<file path="config.mk">
export PLATFORM = sky130hd
export DESIGN_NAME = gap_length_histogram
export DESIGN_NICKNAME = d
export VERILOG_FILES = /design/src/hdl/glh_pkg.sv /design/src/hdl/glh_front.sv /design/src/hdl/glh_queue.sv /design/src/hdl/glh_back.sv /design/src/hdl/gap_length_histogram.sv
export SDC_FILE = /design/constraint.sdc
export NUM_CORES = 1
export LEC_CHECK = 0
export BUFFER_PORTS_ARGS = -buffer_cell sky130_fd_sc_hd__buf_4
export CAP_MARGIN = 10
export CELL_PAD_IN_SITES_DETAIL_PLACEMENT = 0
export CELL_PAD_IN_SITES_GLOBAL_PLACEMENT = 1
export CORE_MARGIN = 2
export CORE_UTILIZATION = 40
export DETAILED_ROUTE_END_ITERATION = 8
export PLACE_DENSITY_LB_ADDON = 0.1
export RECOVER_POWER = 25
export SETUP_SLACK_MARGIN = 0.15
export SYNTH_ARGS = -nofsm -noshare
export SYNTH_HDL_FRONTEND = slang
export SYNTH_SLANG_ARGS = --single-unit
</file>
<file path="constraint.sdc">
create_clock -name i_clk -period 3.7 [get_ports i_clk]
set_input_delay 0.185 -clock i_clk [delete_from_list [all_inputs] [get_ports i_clk]]
set_output_delay 0.185 -clock i_clk [all_outputs]
set_load 0.05 [all_outputs]
</file>
<file path="src/hdl/glh_pkg.sv">
package glh_pkg;

    localparam int BOUND_W = 16;
    localparam int GAP_W   = 4;
    localparam int CNT_W   = 16;
    localparam int CFG_IDX_W = 2;

    localparam logic [BOUND_W-1:0] LOWER_BOUND_RST = 16'd19661;
    localparam logic [BOUND_W-1:0] UPPER_BOUND_RST = 16'd39322;
    localparam logic [GAP_W-1:0]   MAX_GAP_RST     = 4'd10;
    localparam logic [CNT_W-1:0]   GAP_LIMIT_RST   = 16'd1000;

    typedef enum logic [CFG_IDX_W-1:0] {
        CFG_LOWER_BOUND = 2'd0,
        CFG_UPPER_BOUND = 2'd1,
        CFG_MAX_GAP     = 2'd2,
        CFG_GAP_LIMIT   = 2'd3
    } t_cfg_index;

    // one classified sample handed from front to back
    typedef struct packed {
        logic             inc;
        logic [GAP_W-1:0] bin;
        logic             report;
        logic [GAP_W-1:0] top;
        logic [CNT_W-1:0] gaps;
    } t_gap_op;

endpackage

</file>
<file path="src/hdl/glh_front.sv">
module glh_front import glh_pkg::*; #(
    parameter int SAMPLE_BITS = 16,
    parameter int BIN_COUNT   = 16
) (
    input  logic                   i_clk,
    input  logic                   i_rst_n,
    input  logic                   i_valid,
    input  logic [SAMPLE_BITS-1:0] i_sample,
    input  logic                   i_last_of_stream,
    input  logic                   i_push_ready,
    input  logic [BOUND_W-1:0]     i_lower_bound,
    input  logic [BOUND_W-1:0]     i_upper_bound,
    input  logic [GAP_W-1:0]       i_max_gap,
    input  logic [CNT_W-1:0]       i_gap_limit,
    output logic                   o_push_valid,
    output t_gap_op                o_push_op
);

    localparam int CMP_W = (SAMPLE_BITS > BOUND_W) ? SAMPLE_BITS : BOUND_W;
    localparam logic [GAP_W-1:0] RUN_MAX = '1;
    localparam logic [CNT_W-1:0] CNT_MAX = '1;

    logic [GAP_W-1:0] r_run;
    logic [GAP_W-1:0] n_run;
    logic [CNT_W-1:0] r_gaps;
    logic [CNT_W-1:0] n_gaps;

    logic             hit;
    logic             active;
    logic             transfer;
    logic [GAP_W-1:0] top;
    logic [GAP_W-1:0] bin;

    assign transfer = i_valid && i_push_ready;
    assign hit = (CMP_W'(i_sample) >= CMP_W'(i_lower_bound)) &&
                 (CMP_W'(i_sample) <  CMP_W'(i_upper_bound));
    assign active = r_gaps < i_gap_limit;
    assign top = (32'(i_max_gap) > BIN_COUNT - 1) ? GAP_W'(BIN_COUNT - 1) : i_max_gap;
    assign bin = (r_run < top) ? r_run : top;

    always_comb begin
        n_run  = r_run;
        n_gaps = r_gaps;
        if (active) begin
            if (hit) begin
                n_run = '0;
                if (r_gaps != CNT_MAX) begin
                    n_gaps = r_gaps + 1'b1;
                end
            end else if (r_run != RUN_MAX) begin
                n_run = r_run + 1'b1;
            end
        end
    end

    always_comb begin
        o_push_valid     = i_valid;
        o_push_op.inc    = active && hit;
        o_push_op.bin    = bin;
        o_push_op.report = i_last_of_stream;
        o_push_op.top    = top;
        o_push_op.gaps   = n_gaps;
    end

    always_ff @(posedge i_clk) begin
        if (!i_rst_n) begin
            r_run  <= '0;
            r_gaps <= '0;
        end else if (transfer) begin
            if (i_last_of_stream) begin
                r_run  <= '0;
                r_gaps <= '0;
            end else begin
                r_run  <= n_run;
                r_gaps <= n_gaps;
            end
        end
    end

endmodule

</file>
<file path="src/hdl/glh_queue.sv">
module glh_queue import glh_pkg::*; #(
    parameter int DEPTH = 4
) (
    input  logic    i_clk,
    input  logic    i_rst_n,
    input  logic    i_push_valid,
    input  t_gap_op i_push_op,
    output logic    o_push_ready,
    output logic    o_pop_valid,
    output t_gap_op o_pop_op,
    input  logic    i_pop_ready
);

    localparam int PTR_W = (DEPTH > 1) ? $clog2(DEPTH) : 1;
    localparam int CNT_W_Q = $clog2(DEPTH + 1);

    t_gap_op            r_mem [DEPTH];
    logic [PTR_W-1:0]   r_wr_ptr;
    logic [PTR_W-1:0]   r_rd_ptr;
    logic [CNT_W_Q-1:0] r_count;

    logic push;
    logic pop;

    assign o_push_ready = r_count != CNT_W_Q'(DEPTH);
    assign o_pop_valid  = r_count != '0;
    assign o_pop_op     = r_mem[r_rd_ptr];
    assign push = i_push_valid && o_push_ready;
    assign pop  = o_pop_valid && i_pop_ready;

    always_ff @(posedge i_clk) begin
        if (push) begin
            r_mem[r_wr_ptr] <= i_push_op;
        end
    end

    always_ff @(posedge i_clk) begin
        if (!i_rst_n) begin
            r_wr_ptr <= '0;
            r_rd_ptr <= '0;
            r_count  <= '0;
        end else begin
            if (push) begin
                r_wr_ptr <= (r_wr_ptr == PTR_W'(DEPTH - 1)) ? '0 : r_wr_ptr + 1'b1;
            end
            if (pop) begin
                r_rd_ptr <= (r_rd_ptr == PTR_W'(DEPTH - 1)) ? '0 : r_rd_ptr + 1'b1;
            end
            if (push && !pop) begin
                r_count <= r_count + 1'b1;
            end else if (pop && !push) begin
                r_count <= r_count - 1'b1;
            end
        end
    end

endmodule

</file>
<file path="src/hdl/glh_back.sv">
module glh_back import glh_pkg::*; #(
    parameter int BIN_COUNT = 16
) (
    input  logic             i_clk,
    input  logic             i_rst_n,
    input  logic             i_pop_valid,
    input  t_gap_op          i_pop_op,
    output logic             o_pop_ready,
    output logic             o_valid,
    input  logic             i_ready,
    output logic [GAP_W-1:0] o_bin_index,
    output logic [CNT_W-1:0] o_bin_count,
    output logic [CNT_W-1:0] o_gaps_total,
    output logic             o_last
);

    localparam logic [CNT_W-1:0] CNT_MAX = '1;

    typedef enum logic {
        S_IDLE,
        S_REPORT
    } t_state;

    t_state           r_state;
    logic [CNT_W-1:0] r_bin [BIN_COUNT];
    logic [GAP_W-1:0] r_idx;
    logic [GAP_W-1:0] r_top;
    logic [CNT_W-1:0] r_gaps;
    logic             r_out_valid;
    logic [GAP_W-1:0] r_out_bin_index;
    logic [CNT_W-1:0] r_out_bin_count;
    logic [CNT_W-1:0] r_out_gaps_total;
    logic             r_out_last;

    logic pop;
    logic out_free;
    logic emit;
    logic emit_last;

    assign o_pop_ready = r_state == S_IDLE;
    assign pop         = i_pop_valid && o_pop_ready;
    assign out_free    = !r_out_valid || i_ready;
    assign emit        = (r_state == S_REPORT) && out_free;
    assign emit_last   = r_idx == r_top;

    assign o_valid      = r_out_valid;
    assign o_bin_index  = r_out_bin_index;
    assign o_bin_count  = r_out_bin_count;
    assign o_gaps_total = r_out_gaps_total;
    assign o_last       = r_out_last;

    always_ff @(posedge i_clk) begin
        if (!i_rst_n) begin
            r_state     <= S_IDLE;
            r_out_valid <= 1'b0;
            r_idx       <= '0;
            for (int i = 0; i < BIN_COUNT; i++) begin
                r_bin[i] <= '0;
            end
        end else begin
            if (out_free) begin
                r_out_valid <= r_state == S_REPORT;
            end
            case (r_state)
                S_IDLE: begin
                    if (pop) begin
                        for (int i = 0; i < BIN_COUNT; i++) begin
                            if (i_pop_op.inc && (32'(i_pop_op.bin) == i) &&
                                (r_bin[i] != CNT_MAX)) begin
                                r_bin[i] <= r_bin[i] + 1'b1;
                            end
                        end
                        if (i_pop_op.report) begin
                            r_state <= S_REPORT;
                            r_idx   <= '0;
                            r_top   <= i_pop_op.top;
                            r_gaps  <= i_pop_op.gaps;
                        end
                    end
                end
                S_REPORT: begin
                    if (emit) begin
                        r_out_bin_index  <= r_idx;
                        r_out_bin_count  <= r_bin[0];
                        r_out_gaps_total <= r_gaps;
                        r_out_last       <= emit_last;
                        r_idx            <= r_idx + 1'b1;
                        if (emit_last) begin
                            r_state <= S_IDLE;
                            for (int i = 0; i < BIN_COUNT; i++) begin
                                r_bin[i] <= '0;
                            end
                        end else begin
                            // shift the next bin down to the read position
                            for (int i = 0; i < BIN_COUNT - 1; i++) begin
                                r_bin[i] <= r_bin[i+1];
                            end
                            r_bin[BIN_COUNT-1] <= '0;
                        end
                    end
                end
                default: begin
                    r_state <= S_IDLE;
                end
            endcase
        end
    end

endmodule

</file>
<file path="src/hdl/gap_length_histogram.sv">
// Streaming gap-length histogram. One sample transfer is taken per clock while
// o_ready is high: the front stage tests lower_bound <= sample < upper_bound,
// tracks the miss run and the gap total, and hands a bin update to the back
// stage through a four-entry queue; the back stage applies one bin update per
// clock while no report is running. A sample flagged last_of_stream starts a
// report of min(max_gap, BIN_COUNT-1)+1 result transfers, one per clock while
// the output is taken, each carrying the bin, its count and the gap total; the
// final one has o_last set. From the transfer that starts a report until its
// last result is loaded, the back stage takes no update, so samples queue up
// and o_ready drops once the queue is full. The histogram, run and gap total
// are cleared after each report. Configuration registers are to be written
// only while no sample or report is in flight.
module gap_length_histogram import glh_pkg::*; #(
    parameter int BIN_COUNT   = 16,
    parameter int SAMPLE_BITS = 16
) (
    input  logic                   i_clk,
    input  logic                   i_rst_n,
    input  logic                   i_cfg_valid,
    output logic                   o_cfg_ready,
    input  logic [CFG_IDX_W-1:0]   i_cfg_index,
    input  logic [BOUND_W-1:0]     i_cfg_data,
    input  logic                   i_valid,
    output logic                   o_ready,
    input  logic [SAMPLE_BITS-1:0] i_sample,
    input  logic                   i_last_of_stream,
    output logic                   o_valid,
    input  logic                   i_ready,
    output logic [GAP_W-1:0]       o_bin_index,
    output logic [CNT_W-1:0]       o_bin_count,
    output logic [CNT_W-1:0]       o_gaps_total,
    output logic                   o_last
);

    logic [BOUND_W-1:0] r_lower_bound;
    logic [BOUND_W-1:0] r_upper_bound;
    logic [GAP_W-1:0]   r_max_gap;
    logic [CNT_W-1:0]   r_gap_limit;

    logic    push_valid;
    logic    push_ready;
    t_gap_op push_op;
    logic    pop_valid;
    logic    pop_ready;
    t_gap_op pop_op;

    assign o_cfg_ready = 1'b1;
    assign o_ready     = push_ready;

    always_ff @(posedge i_clk) begin
        if (!i_rst_n) begin
            r_lower_bound <= LOWER_BOUND_RST;
            r_upper_bound <= UPPER_BOUND_RST;
            r_max_gap     <= MAX_GAP_RST;
            r_gap_limit   <= GAP_LIMIT_RST;
        end else if (i_cfg_valid && o_cfg_ready) begin
            case (t_cfg_index'(i_cfg_index))
                CFG_LOWER_BOUND: r_lower_bound <= i_cfg_data;
                CFG_UPPER_BOUND: r_upper_bound <= i_cfg_data;
                CFG_MAX_GAP:     r_max_gap     <= i_cfg_data[GAP_W-1:0];
                CFG_GAP_LIMIT:   r_gap_limit   <= i_cfg_data[CNT_W-1:0];
                default: begin
                end
            endcase
        end
    end

    glh_front #(
        .SAMPLE_BITS (SAMPLE_BITS),
        .BIN_COUNT   (BIN_COUNT)
    ) u_front (
        .i_clk            (i_clk),
        .i_rst_n          (i_rst_n),
        .i_valid          (i_valid),
        .i_sample         (i_sample),
        .i_last_of_stream (i_last_of_stream),
        .i_push_ready     (push_ready),
        .i_lower_bound    (r_lower_bound),
        .i_upper_bound    (r_upper_bound),
        .i_max_gap        (r_max_gap),
        .i_gap_limit      (r_gap_limit),
        .o_push_valid     (push_valid),
        .o_push_op        (push_op)
    );

    glh_queue #(
        .DEPTH (4)
    ) u_queue (
        .i_clk        (i_clk),
        .i_rst_n      (i_rst_n),
        .i_push_valid (push_valid),
        .i_push_op    (push_op),
        .o_push_ready (push_ready),
        .o_pop_valid  (pop_valid),
        .o_pop_op     (pop_op),
        .i_pop_ready  (pop_ready)
    );

    glh_back #(
        .BIN_COUNT (BIN_COUNT)
    ) u_back (
        .i_clk        (i_clk),
        .i_rst_n      (i_rst_n),
        .i_pop_valid  (pop_valid),
        .i_pop_op     (pop_op),
        .o_pop_ready  (pop_ready),
        .o_valid      (o_valid),
        .i_ready      (i_ready),
        .o_bin_index  (o_bin_index),
        .o_bin_count  (o_bin_count),
        .o_gaps_total (o_gaps_total),
        .o_last       (o_last)
    );

endmodule

</file>
Word-level counts from Yosys, hierarchy flattened
Memories as Yosys holds them, arrays and structs flattened. A register that Yosys moved wholly into a read port is not among the register bits.
Cells that the tools add are included.
{"block": "totals", "register_bits": 142, "ram_bits": 360, "in_bits": 40, "output_inout_bits": 40, "wordCells": 360, "n_memories": 2}
{"name": "u_back.r_bin", "depth": 16, "width": 16, "read_ports": 16, "rd_clocked_by_memory_dff": 0, "wr": 16, "line": "glh_back.sv:25", "text": "logic [CNT_W-1:0] r_bin [BIN_COUNT];"}
{"name": "u_queue.r_mem", "depth": 4, "width": 26, "read_ports": 1, "rd_clocked_by_memory_dff": 1, "wr": 1, "line": "glh_queue.sv:17", "text": "t_gap_op r_mem [DEPTH];"}
{"block": "classes", "addsub": 23, "n_lt_le_gt_ge": 4, "n_eq_ne": 43, "n_mux": 164, "n_bitwise": 49, "reduce_logical": 57}
{"operator": "$mux W16", "n": 52}
{"operator": "$add A16 B1 Y16 const B", "n": 17}
{"operator": "$ne A16 B16 Y1 const B", "n": 17}
{"operator": "$mux W1", "n": 96}
{"operator": "$or A1 B1 Y1", "n": 48}
{"operator": "$logic_and A1 B1 Y1", "n": 39}
{"operator": "$eq A4 B4 Y1 const B", "n": 8}
{"operator": "$lt A16 B16 Y1", "n": 2}
{"operator": "$mux W4", "n": 8}
{"operator": "$eq A4 B3 Y1 const B", "n": 4}
{"operator": "$ge A16 B16 Y1", "n": 1}
{"operator": "$reduce_and A3 Y1", "n": 3}
{"operator": "$add A4 B1 Y4 const B", "n": 2}
{"operator": "$eq A2 B2 Y1 const B", "n": 4}
{"operator": "$eq A4 B2 Y1 const B", "n": 2}
{"operator": "$mux W2", "n": 4}
{"operator": "$pmux W4 S2", "n": 1}
{"operator": "$reduce_and A2 Y1", "n": 4}
{"operator": "$mux W3", "n": 2}
{"operator": "$ne A2 B2 Y1 const B", "n": 3}
{"operator": "$reduce_bool A3 Y1", "n": 2}
{"operator": "$add A2 B1 Y2 const B", "n": 2}
{"operator": "$eq A4 B1 Y1 const B", "n": 1}
{"operator": "$eq A4 B4 Y1", "n": 1}
{"operator": "other kinds (14)", "n": 17}

Depth between registers and ports, before layout
Gate-level depths: netlist of the first run.
{"block": "depth", "word_depth": 11, "ltp_mapped": 13, "depth_no_buf": 10}

By module
Synthesis of the first run repeated with hierarchy kept, for this count alone.
{"block": "hier_totals", "hier_cells": 2497, "hier_area_um2": 27533.9}
{"module": "glh_back", "instances": 1, "cells_each": 1707, "area_each_um2": 18335.1, "seq_area_each_um2": 9359.0}
{"module": "glh_queue", "instances": 1, "cells_each": 187, "area_each_um2": 4232.8, "seq_area_each_um2": 3303.2}
{"module": "glh_front", "instances": 1, "cells_each": 393, "area_each_um2": 2869.0, "seq_area_each_um2": 400.4}
{"module": "gap_length_histogram", "instances": 1, "cells_each": 210, "area_each_um2": 2097.0, "seq_area_each_um2": 1041.0}

Least setup slack after synthesis of the first run
Ideal clock, no wire load.
{"block": "synth_timing", "kind": "register to register", "start": "reg with a tool-made name", "end": "mem u_back.r_bin[3][0] (netlist: u_back.r_bin[0][48]) (enable)", "setup_ns": 0.411, "arrival_time_ns": 2.818, "required_ns": 3.289, "path_slack_ns": 0.471, "path_stages_with_launch": 6, "path_buffers": 1, "synth_period_minus_slack_ns": 3.229, "cell_sequence": "dfxtp_1 > buf_6 > mux4_2 > or3b_1 > or2_1 > o21ai_0"}
{"item": "end: declaration", "line": "glh_back.sv:25"}

Worst setup path after layout of the first run
{"block": "layout_timing", "start": "reg u_queue.r_count[0]", "end": "reg u_front.r_gaps[7]"}
{"block": "layout_between", "elab_chain_cells": 2}
{"item": "start: declaration", "line": "glh_queue.sv:20", "text": "logic [CNT_W_Q-1:0] r_count;"}
{"item": "start signal: assignment", "line": "glh_queue.sv:50", "text": "r_count <= r_count + 1'b1;"}
{"item": "start signal: assignment", "line": "glh_queue.sv:52", "text": "r_count <= r_count - 1'b1;"}
{"item": "$ne A3 B3 Y1", "line": "glh_queue.sv:25", "text": "assign o_push_ready = r_count != CNT_W_Q'(DEPTH);"}
{"item": "$logic_and A1 B1 Y1", "line": "glh_front.sv:34", "text": "assign transfer = i_valid && i_push_ready;"}
{"item": "end signal: assignment", "line": "glh_front.sv:75", "text": "r_gaps <= n_gaps;"}
{"item": "end: declaration", "line": "glh_front.sv:25", "text": "logic [CNT_W-1:0] r_gaps;"}
Every way passes these cells.
A chain may end at the register's enable or synchronous reset.

==> run metrics, run 1 <==
crit path capture type register; count of pins over their slew limit 0; Main synth FF type edfxtp_1; most common cell after layout, fill and taps aside nand2_1; core area approximately 0.062 mm²; maximum fanout along the worst path 16; Ports 80; max cap viols 0; share of the synthesized area in the top cell type between 40% and 50%; Total GRT Usage between 10% and 20%; clk slew on worst S/H paths about 0.060 ns; post-route ant nets 0; status finished, final reports clean; vias in the first global route roughly 17000; Via density ~5.2; Vias about 17000; DRT Pass-1 Iters 5; largest cells by area after synthesis edfxtp_1 (48%), dfxtp_1 (8.2%), nand2_1 (6.7%), xor2_1 (5.0%), o21ai_0 (4.3%); die height between 200 and 300 µm; kind of critical path reg2reg; worst hold path type in2reg; Starting DRT DRC Count 974; RR Startpoint u_queue.r_count[0]$_SDFFE_PN0P_; synthesized cell area between 0.02 and 0.03 mm²; Setup crit start kind register; GRT overflow 0; register area 0.01410 mm²; CTS Sinks about 500; WP data required between 4 and 5 ns; Layout fillers slightly below 6000; Die X ~250 µm; Die ar. 0.06452 mm²; YS warnings 0; pwr dens around 630 mW/mm²; post-synth cell types a little under 70; Final TNS setup 0 ns; Mapped Cells between 2000 and 2500; Critical Path AT approximately 3.8 ns; clock latency on the worst-skew pair roughly 0.63 ns; routability cong. between 0.7 and 0.8; largest net degree at the start of global routing a little over 50; placement row count 91; period utilisation layout 88.54%; Area Overhead vs Synth 14.32%; Starting Density between 40% and 50%; Hold Vio Cnt, Final 0; CTS buffer count between 50 and 60; Hold Worst Slack ~0.13 ns; Syn Area/Cell 10.69 µm²; Worst Setup SP u_queue.r_count[0]$_SDFFE_PN0P_; initial antenna violation count 0; H-tree Lvls 2; CTS tree built; Yosys reg bits 504; # setup viols final 0; CTS max path bufs 3; commonest non-fill, non-tap cells in the layout nand2_1 (442), edfxtp_1 (401), o21ai_0 (216); clk root buf clkbuf_16; # nets final roughly 2500; asr flop ratio synth 0%; worst vdd ir about 410 µV; fin crit period 3.276 ns; leakage between 9 and 10 nW; RSZ-0062 raised after global routing false; PortBufs a little under 80; global-route wire length before repair roughly 96 mm; residual DRC count 0; Hold Startpoint i_cfg_valid; post-synth top area cell edfxtp_1; average routed wire per standard cell 18.12 µm; Setup Skew approximately 0.016 ns; syn_nets 2454; measured slew at the worst slew-check pin 1.488 ns; Max Freq 0.3052 GHz; proportion of layout cells with a drive suffix above 1 just under 9%; register area share after synthesis approximately 56%; Post-synth EDFFs 401; final WL around 60 mm; HPWL Detailed 41.27 mm; antenna cells 0; relative slew slack less than 1%; multi-input logic area slightly above 0.01 mm²
[kinds of logic after synthesis]
kind of cell    Yosys count  synth area share [%]
other cells               1               0.01500
compound gates          418                 9.804
mux                      32                 2.592
fa+ha+maj                75                 3.783
buf+inv                 195                 3.033
flops                   504                 56.41
simple gates            873                 15.92
xor+xnor                241                 8.443
[worst max-delay path: stages (launching register included)]
cell and delay [ns]:
dfxtp_1 0.36, nor2_1 0.12, nand2_1 0.21, nand2_1 0.13, clkbuf_1 0.71, inv_1 0.20, clkbuf_1 0.37, nand2_1 0.45
nor3_1 0.08, and4_1 0.23, a311o_1 0.30
[power by group]
group	leakage, nW	internal [mW]	switching, mW
Sequential	4.91	7.65	1.11
Clock	0.934	3.42	2.42
Combinational	4.10	1.29	2.18
Total	9.94	12.4	5.71
[through the flow]
step	utilization (%)	instance area, µm²	setup WS, ns	cells	power [mW]
finish	46.32	28580	0.4239	3316	18.07
global route	46.32	28580	0.1817	3316	19.03
detailed placement	43.12	26610	0.4220	3189	12.43
CTS	46.59	28750	0.3952	3316	18.39
floorplan	-	25000	0.4711	2339	11.05
global placement	43.12	26610	0.4768	3189	12.34
[sequential cells by signal, indices dropped and copies added, names as in the netlist, named ones only]
| register | cells |
|---|---|
| u_back.r_gaps | 16 |
| r_gap_limit | 16 |
| r_max_gap | 4 |
| u_queue.r_rd_ptr | 2 |
| u_queue.r_wr_ptr | 2 |
| u_back.r_state | 1 |
| u_back.o_last | 1 |
| u_front.r_gaps | 16 |
| u_back.o_bin_count | 16 |
| u_back.r_top | 4 |
| u_queue.r_mem | 104 |
| r_upper_bound | 16 |
| u_back.o_gaps_total | 16 |
| r_lower_bound | 16 |
| u_front.r_run | 4 |
| u_back.r_idx | 4 |
| u_back.r_bin | 256 |
| u_queue.r_count | 3 |
| u_back.o_valid | 1 |
| u_back.o_bin_index | 4 |
[cell usage after synthesis (14+ instances only)]
cell and instances:
nand3_1 116, inv_1 88, dfxtp_1 103, clkbuf_1 88
a21oi_1 73, o211ai_1 23, a31oi_1 14, nand2_1 443
and3_1 73, nor3_1 28, nor2_1 100, edfxtp_1 401
ha_1 74, xnor2_1 99, xor2_1 142, nand4_1 46
o21ai_0 217, mux4_2 26
[worst paths after layout]
path | to | slack, ns | depth (start not counted)
max | u_front.r_gaps[7]$_SDFFE_PN0P_ | 0.42 | 10
min | r_lower_bound[1]$_SDFFE_PN0P_ | 0.13 | 4
max reg2reg | u_front.r_gaps[7]$_SDFFE_PN0P_ | 0.42 | 10
min reg2reg | u_back.o_gaps_total[12]$_DFFE_PP_ | 0.42 | 0
[metal layers]
metal	wire, µm	track usage (%)	part of all wire (%)	vias up
met3	1986	2.581	3.3	90
met1	26580	23.79	44	8379
met2	30110	32.76	50	296
li1	-	-	-	8602
met4	1413	5.748	2.4	0
met5	0	0	0	-
[area by class of cell]
class | count | area share (%)
Multi-Input combinational cell | 1640 | 35.62
Clock buffer | 69 | 5.144
Timing Repair Buffer | 138 | 3.406
Clock inverter | 37 | 1.615
Inverter | 91 | 1.204
Sequential cell | 504 | 49.34
Tap cell | 837 | 3.664
[repair_timing]
| action | 4_1_cts | 5_1_grt |
|---|---|---|
| hold buffers | 21 | 0 |
| gates resized for setup | 0 | 2 |
| hold endpoints to repair | 60 | 0 |
| setup buffers | 0 | 0 |
| setup endpoints to repair | 0 | 28 |
(Power assumes the default switching activity.)
==> run 2, diff against run 1 <==
--- a/config.mk
+++ b/config.mk
@@ -13,7 +13,7 @@
 export CORE_UTILIZATION = 40
 export DETAILED_ROUTE_END_ITERATION = 8
 export PLACE_DENSITY_LB_ADDON = 0.1
-export RECOVER_POWER = 25
+export RECOVER_POWER = 50
 export SETUP_SLACK_MARGIN = 0.15
 export SYNTH_ARGS = -nofsm -noshare
 export SYNTH_HDL_FRONTEND = slang
==> run 2 against run 1 <==
Against the previous run: the flow now finishes with violations (max-capacitance violations, max-slew violations); critical path depth fell by 5; first-iteration DRC count rose by 14%; wire length fell by 0.15%; final cell count did not move; fmax fell by 2.5%; critical path type unchanged; critical endpoint is now u_back.r_bin[0][55]$_SDFFCE_PN0P_; largest cell class unchanged; largest power group unchanged.
==> run metrics, run 2 (synthesis gave the netlist of run 1 again) <==
post-route ant nets 0 (unchanged); Final TNS setup 0 ns (unchanged); proportion of layout cells with a drive suffix above 1 8.148% (-0.52 points); biggest regs u_back.r_bin (256), u_queue.r_mem (104); period utilisation layout 90.79% (+2.2 points); Die X 254.0 µm (unchanged); Total GRT Usage 18.66% (unchanged); measured slew at the worst slew-check pin 1.540 ns (+0.05222 ns); global-route wire length before repair 95.59 mm (unchanged); pwr dens 632.7 mW/mm² (about the same); max FFs per register 256 (unchanged); residual DRC count 0 (unchanged); status complete, but fails checks; Max Freq 0.2977 GHz (-2.5%); count of pins over their slew limit 53 (+53); maximum fanout along the worst path 16 (unchanged); failing checks max-capacitance violations, max-slew violations; die height 254.0 µm (unchanged); worst hold path type in2reg; kind of critical path reg2reg; average routed wire per standard cell 18.09 µm (-0.15%); routability cong. 0.7924 (unchanged); Hold Startpoint i_cfg_valid; core area 0.06171 mm² (unchanged); CTS Sinks 504 (unchanged); Most flops, register u_back.r_bin; PortBufs 78 (unchanged); Ports 80 (unchanged); leakage 9.915 nW (-0.30%); CTS tree built; CTS buffer count 56 (unchanged); GRT overflow 0 (unchanged); clock latency on the worst-skew pair 0.63 ns (about the same); cells along the critical path mux4_2 > or3b_1 > or2_0 > o21ai_0 > clkbuf_1; H-tree Lvls 2 (unchanged); Setup Skew 0.01703 ns (+0.0006251 ns); # setup viols final 0 (unchanged); # nets final 2546 (unchanged); commonest non-fill, non-tap cells in the layout nand2_1 (442), edfxtp_1 (401), o21ai_0 (217); CTS max path bufs 3 (unchanged); Hold Vio Cnt, Final 0 (unchanged); Starting Density 40.51% (unchanged); Critical Path AT 3.60 ns (-0.19 ns); Setup crit start kind register; Via density 5.217 (-0.39%); relative slew slack -2.698% (-3.5 points); crit path capture type register; Hold Worst Slack 0.1289 ns (-0.004197 ns); DRT Pass-1 Iters 5 (unchanged); Area Overhead vs Synth 14.13%; initial antenna violation count 0 (unchanged); clk root buf clkbuf_16; Worst Hold Depth 4 (unchanged); RSZ-0062 raised after global routing false; vias in the first global route 17414 (unchanged); CP max stage delay 0.75 ns (+0.04 ns); R2R depth 5 (-5); final WL 60.00 mm (-0.15%); max cap viols 2 (+2); clk slew on worst S/H paths 0.06 ns (about the same); Starting DRT DRC Count 1108 (+14%); worst vdd ir 408.2 µV (about the same); largest net degree at the start of global routing 51 (unchanged); most common cell after layout, fill and taps aside nand2_1; fin crit period 3.359 ns (+0.08308 ns); placement row count 91 (unchanged); Vias 17300 (-0.39%); HPWL Detailed 41.27 mm (unchanged); slowest CP cell clkbuf_1; WP data required 3.95 ns (-0.26 ns); antenna cells 0 (unchanged); Die ar. 0.06452 mm² (unchanged)
-- run 2: where the power goes --
part,internal [mW],total [mW],switching [mW]
sequential,7.66,8.77,1.11
clock,3.42,5.84,2.42
combinational,1.27,3.44,2.17
total,12.3,18.1,5.71
-- run 2: final cells by class --
cell class	count	area, µm²
flip-flops and latches	504	14100
repair buffers	138	940.9
clock buffers	69	1470
multi-input cells	1640	10170
inverters	91	344.1
clock inverters	37	461.7
fillers	5860	33180
well taps	837	1047
-- run 2: per-layer routing --
layer | track usage [%] | wire length [µm]
met4 | 5.748 | 1500
met3 | 2.581 | 2002
met2 | 32.76 | 29980
met1 | 23.79 | 26520
met5 | 0 | 0
-- run 2: through the flow --
step	total power [mW]	utilization [%]	setup WS, ns	cells	cell area [µm²]
detailed placement	12.43	43.12	0.4220	3189	26610
global placement	12.34	43.12	0.4768	3189	26610
floorplan	11.05	-	0.4711	2339	25000
finish	18.05	46.24	0.3408	3316	28530
global route	19.01	46.24	0.1817	3316	28530
CTS	18.39	46.59	0.3952	3316	28750
-- run 2: timing repair --
action | 4_1_cts | 5_1_grt
hold endpoints to repair | 60 | 0
buffers inserted | 0 | 0
hold buffers | 21 | 0
setup endpoints to repair | 0 | 28
resized for setup | 0 | 2
-- run 2: worst max-delay path, delay by kind of cell, from the launching register on --
kind,cells,cell delay [ns]
simple gates,2,0.87
buf+inv,1,0.75
mux,1,0.60
flops,1,0.53
compound gates,1,0.22
-- run 2: final timing paths --
| kind | endpoint | slack [ns] |
|---|---|---|
| setup / recovery | u_back.r_bin[0][55]$_SDFFCE_PN0P_ | 0.34 |
| hold / removal | r_lower_bound[1]$_SDFFE_PN0P_ | 0.13 |
| setup reg to reg | u_back.r_bin[0][55]$_SDFFCE_PN0P_ | 0.34 |
| hold reg to reg | u_back.o_gaps_total[2]$_DFFE_PP_ | 0.42 |
==> run 3, diff against run 2 <==
--- a/config.mk
+++ b/config.mk
@@ -10,9 +10,9 @@
 export CELL_PAD_IN_SITES_DETAIL_PLACEMENT = 0
 export CELL_PAD_IN_SITES_GLOBAL_PLACEMENT = 1
 export CORE_MARGIN = 2
-export CORE_UTILIZATION = 40
+export CORE_UTILIZATION = 30
 export DETAILED_ROUTE_END_ITERATION = 8
-export PLACE_DENSITY_LB_ADDON = 0.1
+export PLACE_DENSITY_LB_ADDON = 0.3
 export RECOVER_POWER = 50
 export SETUP_SLACK_MARGIN = 0.15
 export SYNTH_ARGS = -nofsm -noshare
==> run 3 against run 2 <==
Against the previous run: the flow still finishes with violations (max-capacitance violations, max-slew violations); clock skew grew 0.0081 ns; clock-buffer cell count grew 7; flip-flop and latch count is the same; final cell count grew 6.9%; clock power grew 1%; register-to-register slack gained 0.09 ns; via count grew 0.61%; utilization shrank 11 points; wire length grew 2.0%; largest cell class unchanged; largest power group unchanged.
==> run metrics, run 3 (synthesis gave the netlist of run 1 again) <==
measured slew at the worst slew-check pin 1.885 ns (+0.3442 ns); DRT Pass-1 Iters 5 (unchanged); commonest non-fill, non-tap cells in the layout nand2_1 (442), edfxtp_1 (401), o21ai_0 (216); initial antenna violation count 0 (unchanged); pwr dens 629.0 mW/mm² (-0.59%); cells along the critical path mux4_2 > or3b_1 > or2_1 > a311o_1 > nand2_1; maximum fanout along the worst path 16 (unchanged); vias in the first global route 17517 (+0.59%); Setup Skew 0.02510 ns (+0.008069 ns); worst hold path type in2reg; Starting DRT DRC Count 975 (-12%); CTS tree built; most common cell after layout, fill and taps aside nand2_1; count of pins over their slew limit 81 (+53%); HPWL Detailed 42.59 mm (+3.2%); clk slew on worst S/H paths 0.06 ns (about the same); relative slew slack -25.65% (-23 points); CTS Sinks 504 (unchanged); Buf/Inv on CP 0 (-1); Reg2Reg Capture Point u_back.r_bin[0][33]$_SDFFCE_PN0P_; status complete, but fails checks; # nets final 2541 (-0.20%); routability cong. 0.7908 (-0.20%); Most flops, register u_back.r_bin; clk root buf clkbuf_16; biggest regs u_back.r_bin (256), u_queue.r_mem (104); RSZ-0062 raised after global routing false; Via density 4.911 (-5.9%); Final TNS setup 0 ns (unchanged); H-tree Lvls 2 (unchanged); failing checks max-capacitance violations, max-slew violations; Finished Core Util 35.02% (-11 points); Worst Hold Depth 5 (+1); max FFs per register 256 (unchanged); CP max stage delay 0.62 ns (-0.13 ns); Hold Startpoint i_cfg_index[1]; max cap viols 3 (+1); core area 0.08224 mm² (+33%); Critical Path AT 3.53 ns (-0.07 ns); Die ar. 0.08566 mm² (+33%); post-route ant nets 0 (unchanged); CTS max path bufs 3 (unchanged); # setup viols final 0 (unchanged); crit path capture type register; antenna cells 0 (unchanged); worst vdd ir 383.9 µV (-5.9%); PortBufs 78 (unchanged); Setup crit start kind register; Starting Density 30.40% (-10 points); Total GRT Usage 14.10% (-4.6 points); average routed wire per standard cell 17.28 µm (-4.5%); CTS buffer count 57 (+1.8%); residual DRC count 0 (unchanged); Max Freq 0.3057 GHz (+2.7%); placement row count 105 (+15%); Layout fillers 8265 (+41%); slowest CP cell dfxtp_1; Die X 292.7 µm (+15%); clock latency on the worst-skew pair 0.63 ns (about the same); multi-input logic area 0.01016 mm² (about the same); R2R depth 5 (unchanged); global-route wire length before repair 97.86 mm (+2.4%); Vias 17405 (+0.61%); r2r setup slk 0.43 ns (+0.09 ns); Area Overhead vs Synth 15.21%; Hold EP r_lower_bound[4]$_SDFFE_PN0P_; Hold Worst Slack 0.1320 ns (+0.003013 ns); Ports 80 (unchanged); leakage 9.892 nW (-0.22%); final WL 61.22 mm (+2.0%); Hold Vio Cnt, Final 0 (unchanged); period utilisation layout 88.41% (-2.4 points); GRT overflow 0 (unchanged); kind of critical path reg2reg; register area 0.01410 mm² (unchanged); largest net degree at the start of global routing 84 (+65%); proportion of layout cells with a drive suffix above 1 8.084% (-0.064 points); die height 292.7 µm (+15%); cell family with most CP delay simple AND/OR/NAND/NOR gates; WP data required 3.96 ns (about the same); fin crit period 3.271 ns (-0.08817 ns)
-- run 3: cell count changes in the layout (fill, tap and decap cells not counted), sizes merged --
cell         delta
clkbuf          +6
buf             -4
clkinvlp        +1
clkinv          -1
bufinv          -2
dlygate4sd3     -1
inv             -4
-- run 3: metrics by stage --
| stage | setup slack [ns] | total power [mW] | std cells | cell area [µm²] |
|---|---|---|---|---|
| finish | 0.4290 | 18.12 | 3544 | 28800 |
| global route | 0.1895 | 19.08 | 3544 | 28800 |
| CTS | 0.3206 | 18.44 | 3544 | 29010 |
| detailed placement | 0.3436 | 12.41 | 3417 | 26840 |
| global placement | 0.4320 | 12.30 | 3417 | 26840 |
| floorplan | 0.4711 | 11.05 | 2339 | 25000 |
-- run 3: how the worst max path moves through the flow --
| stage | from | end | slack [ns] | cells past startpoint |
|---|---|---|---|---|
| global placement | u_front.r_gaps[2]$_SDFFE_PN0P_ | u_queue.r_mem[0][15]$_DFFE_PP_ | 0.43 | 9 |
| finish | register | u_back.r_bin[0][33]$_SDFFCE_PN0P_ | 0.43 | 5 |
| floorplan | register | u_back.r_bin[0][48]$_SDFFCE_PN0P_ | 0.47 | 5 |
| CTS | u_front.r_gaps[2]$_SDFFE_PN0P_ | u_queue.r_mem[2][15]$_DFFE_PP_ | 0.32 | 9 |
| detailed placement | u_front.r_gaps[2]$_SDFFE_PN0P_ | u_queue.r_mem[2][15]$_DFFE_PP_ | 0.34 | 9 |
| global route | register | u_back.r_bin[0][33]$_SDFFCE_PN0P_ | 0.19 | 5 |
-- run 3: layout make-up --
| class | instances | share of cell area (%) |
|---|---|---|
| clock inverters | 31 | 1.281 |
| multi-input cells | 1640 | 35.29 |
| inverters | 91 | 1.195 |
| repair buffers | 132 | 3.071 |
| well taps | 1070 | 4.648 |
| flip-flops and latches | 504 | 48.96 |
| clock buffers | 76 | 5.551 |
-- run 3: tightest hold or removal path, delay by kind of cell --
kind                   cells  cell delay, ns
AND/OR/NAND/NOR            2            0.13
AO/OA/AOI/OAI              1            0.05
buffers and inverters      2            0.32
-- run 3: repair_timing --
action	in CTS	in global routing
setup endpoints to repair	0	28
buffers inserted	0	0
hold buffers	20	0
hold endpoints to repair	62	0
resized for setup	0	2
-- run 3: per-layer routing --
layer | track usage, % | wire (µm) | vias to the layer above
li1 | - | - | 8578
met1 | 19.75 | 29640 | 8522
met2 | 22.99 | 28520 | 231
met3 | 1.950 | 1999 | 74
met4 | 3.465 | 1065 | 0
met5 | 0 | 0 | -
-- run 3: where the power goes --
part           leakage (nW)  internal [mW]  switching (mW)  total [mW]
clock network         0.949           3.47            2.45        5.92
registers              4.91           7.66            1.12        8.78
logic                  4.03           1.25            2.17        3.41
total                  9.89           12.4            5.74        18.1
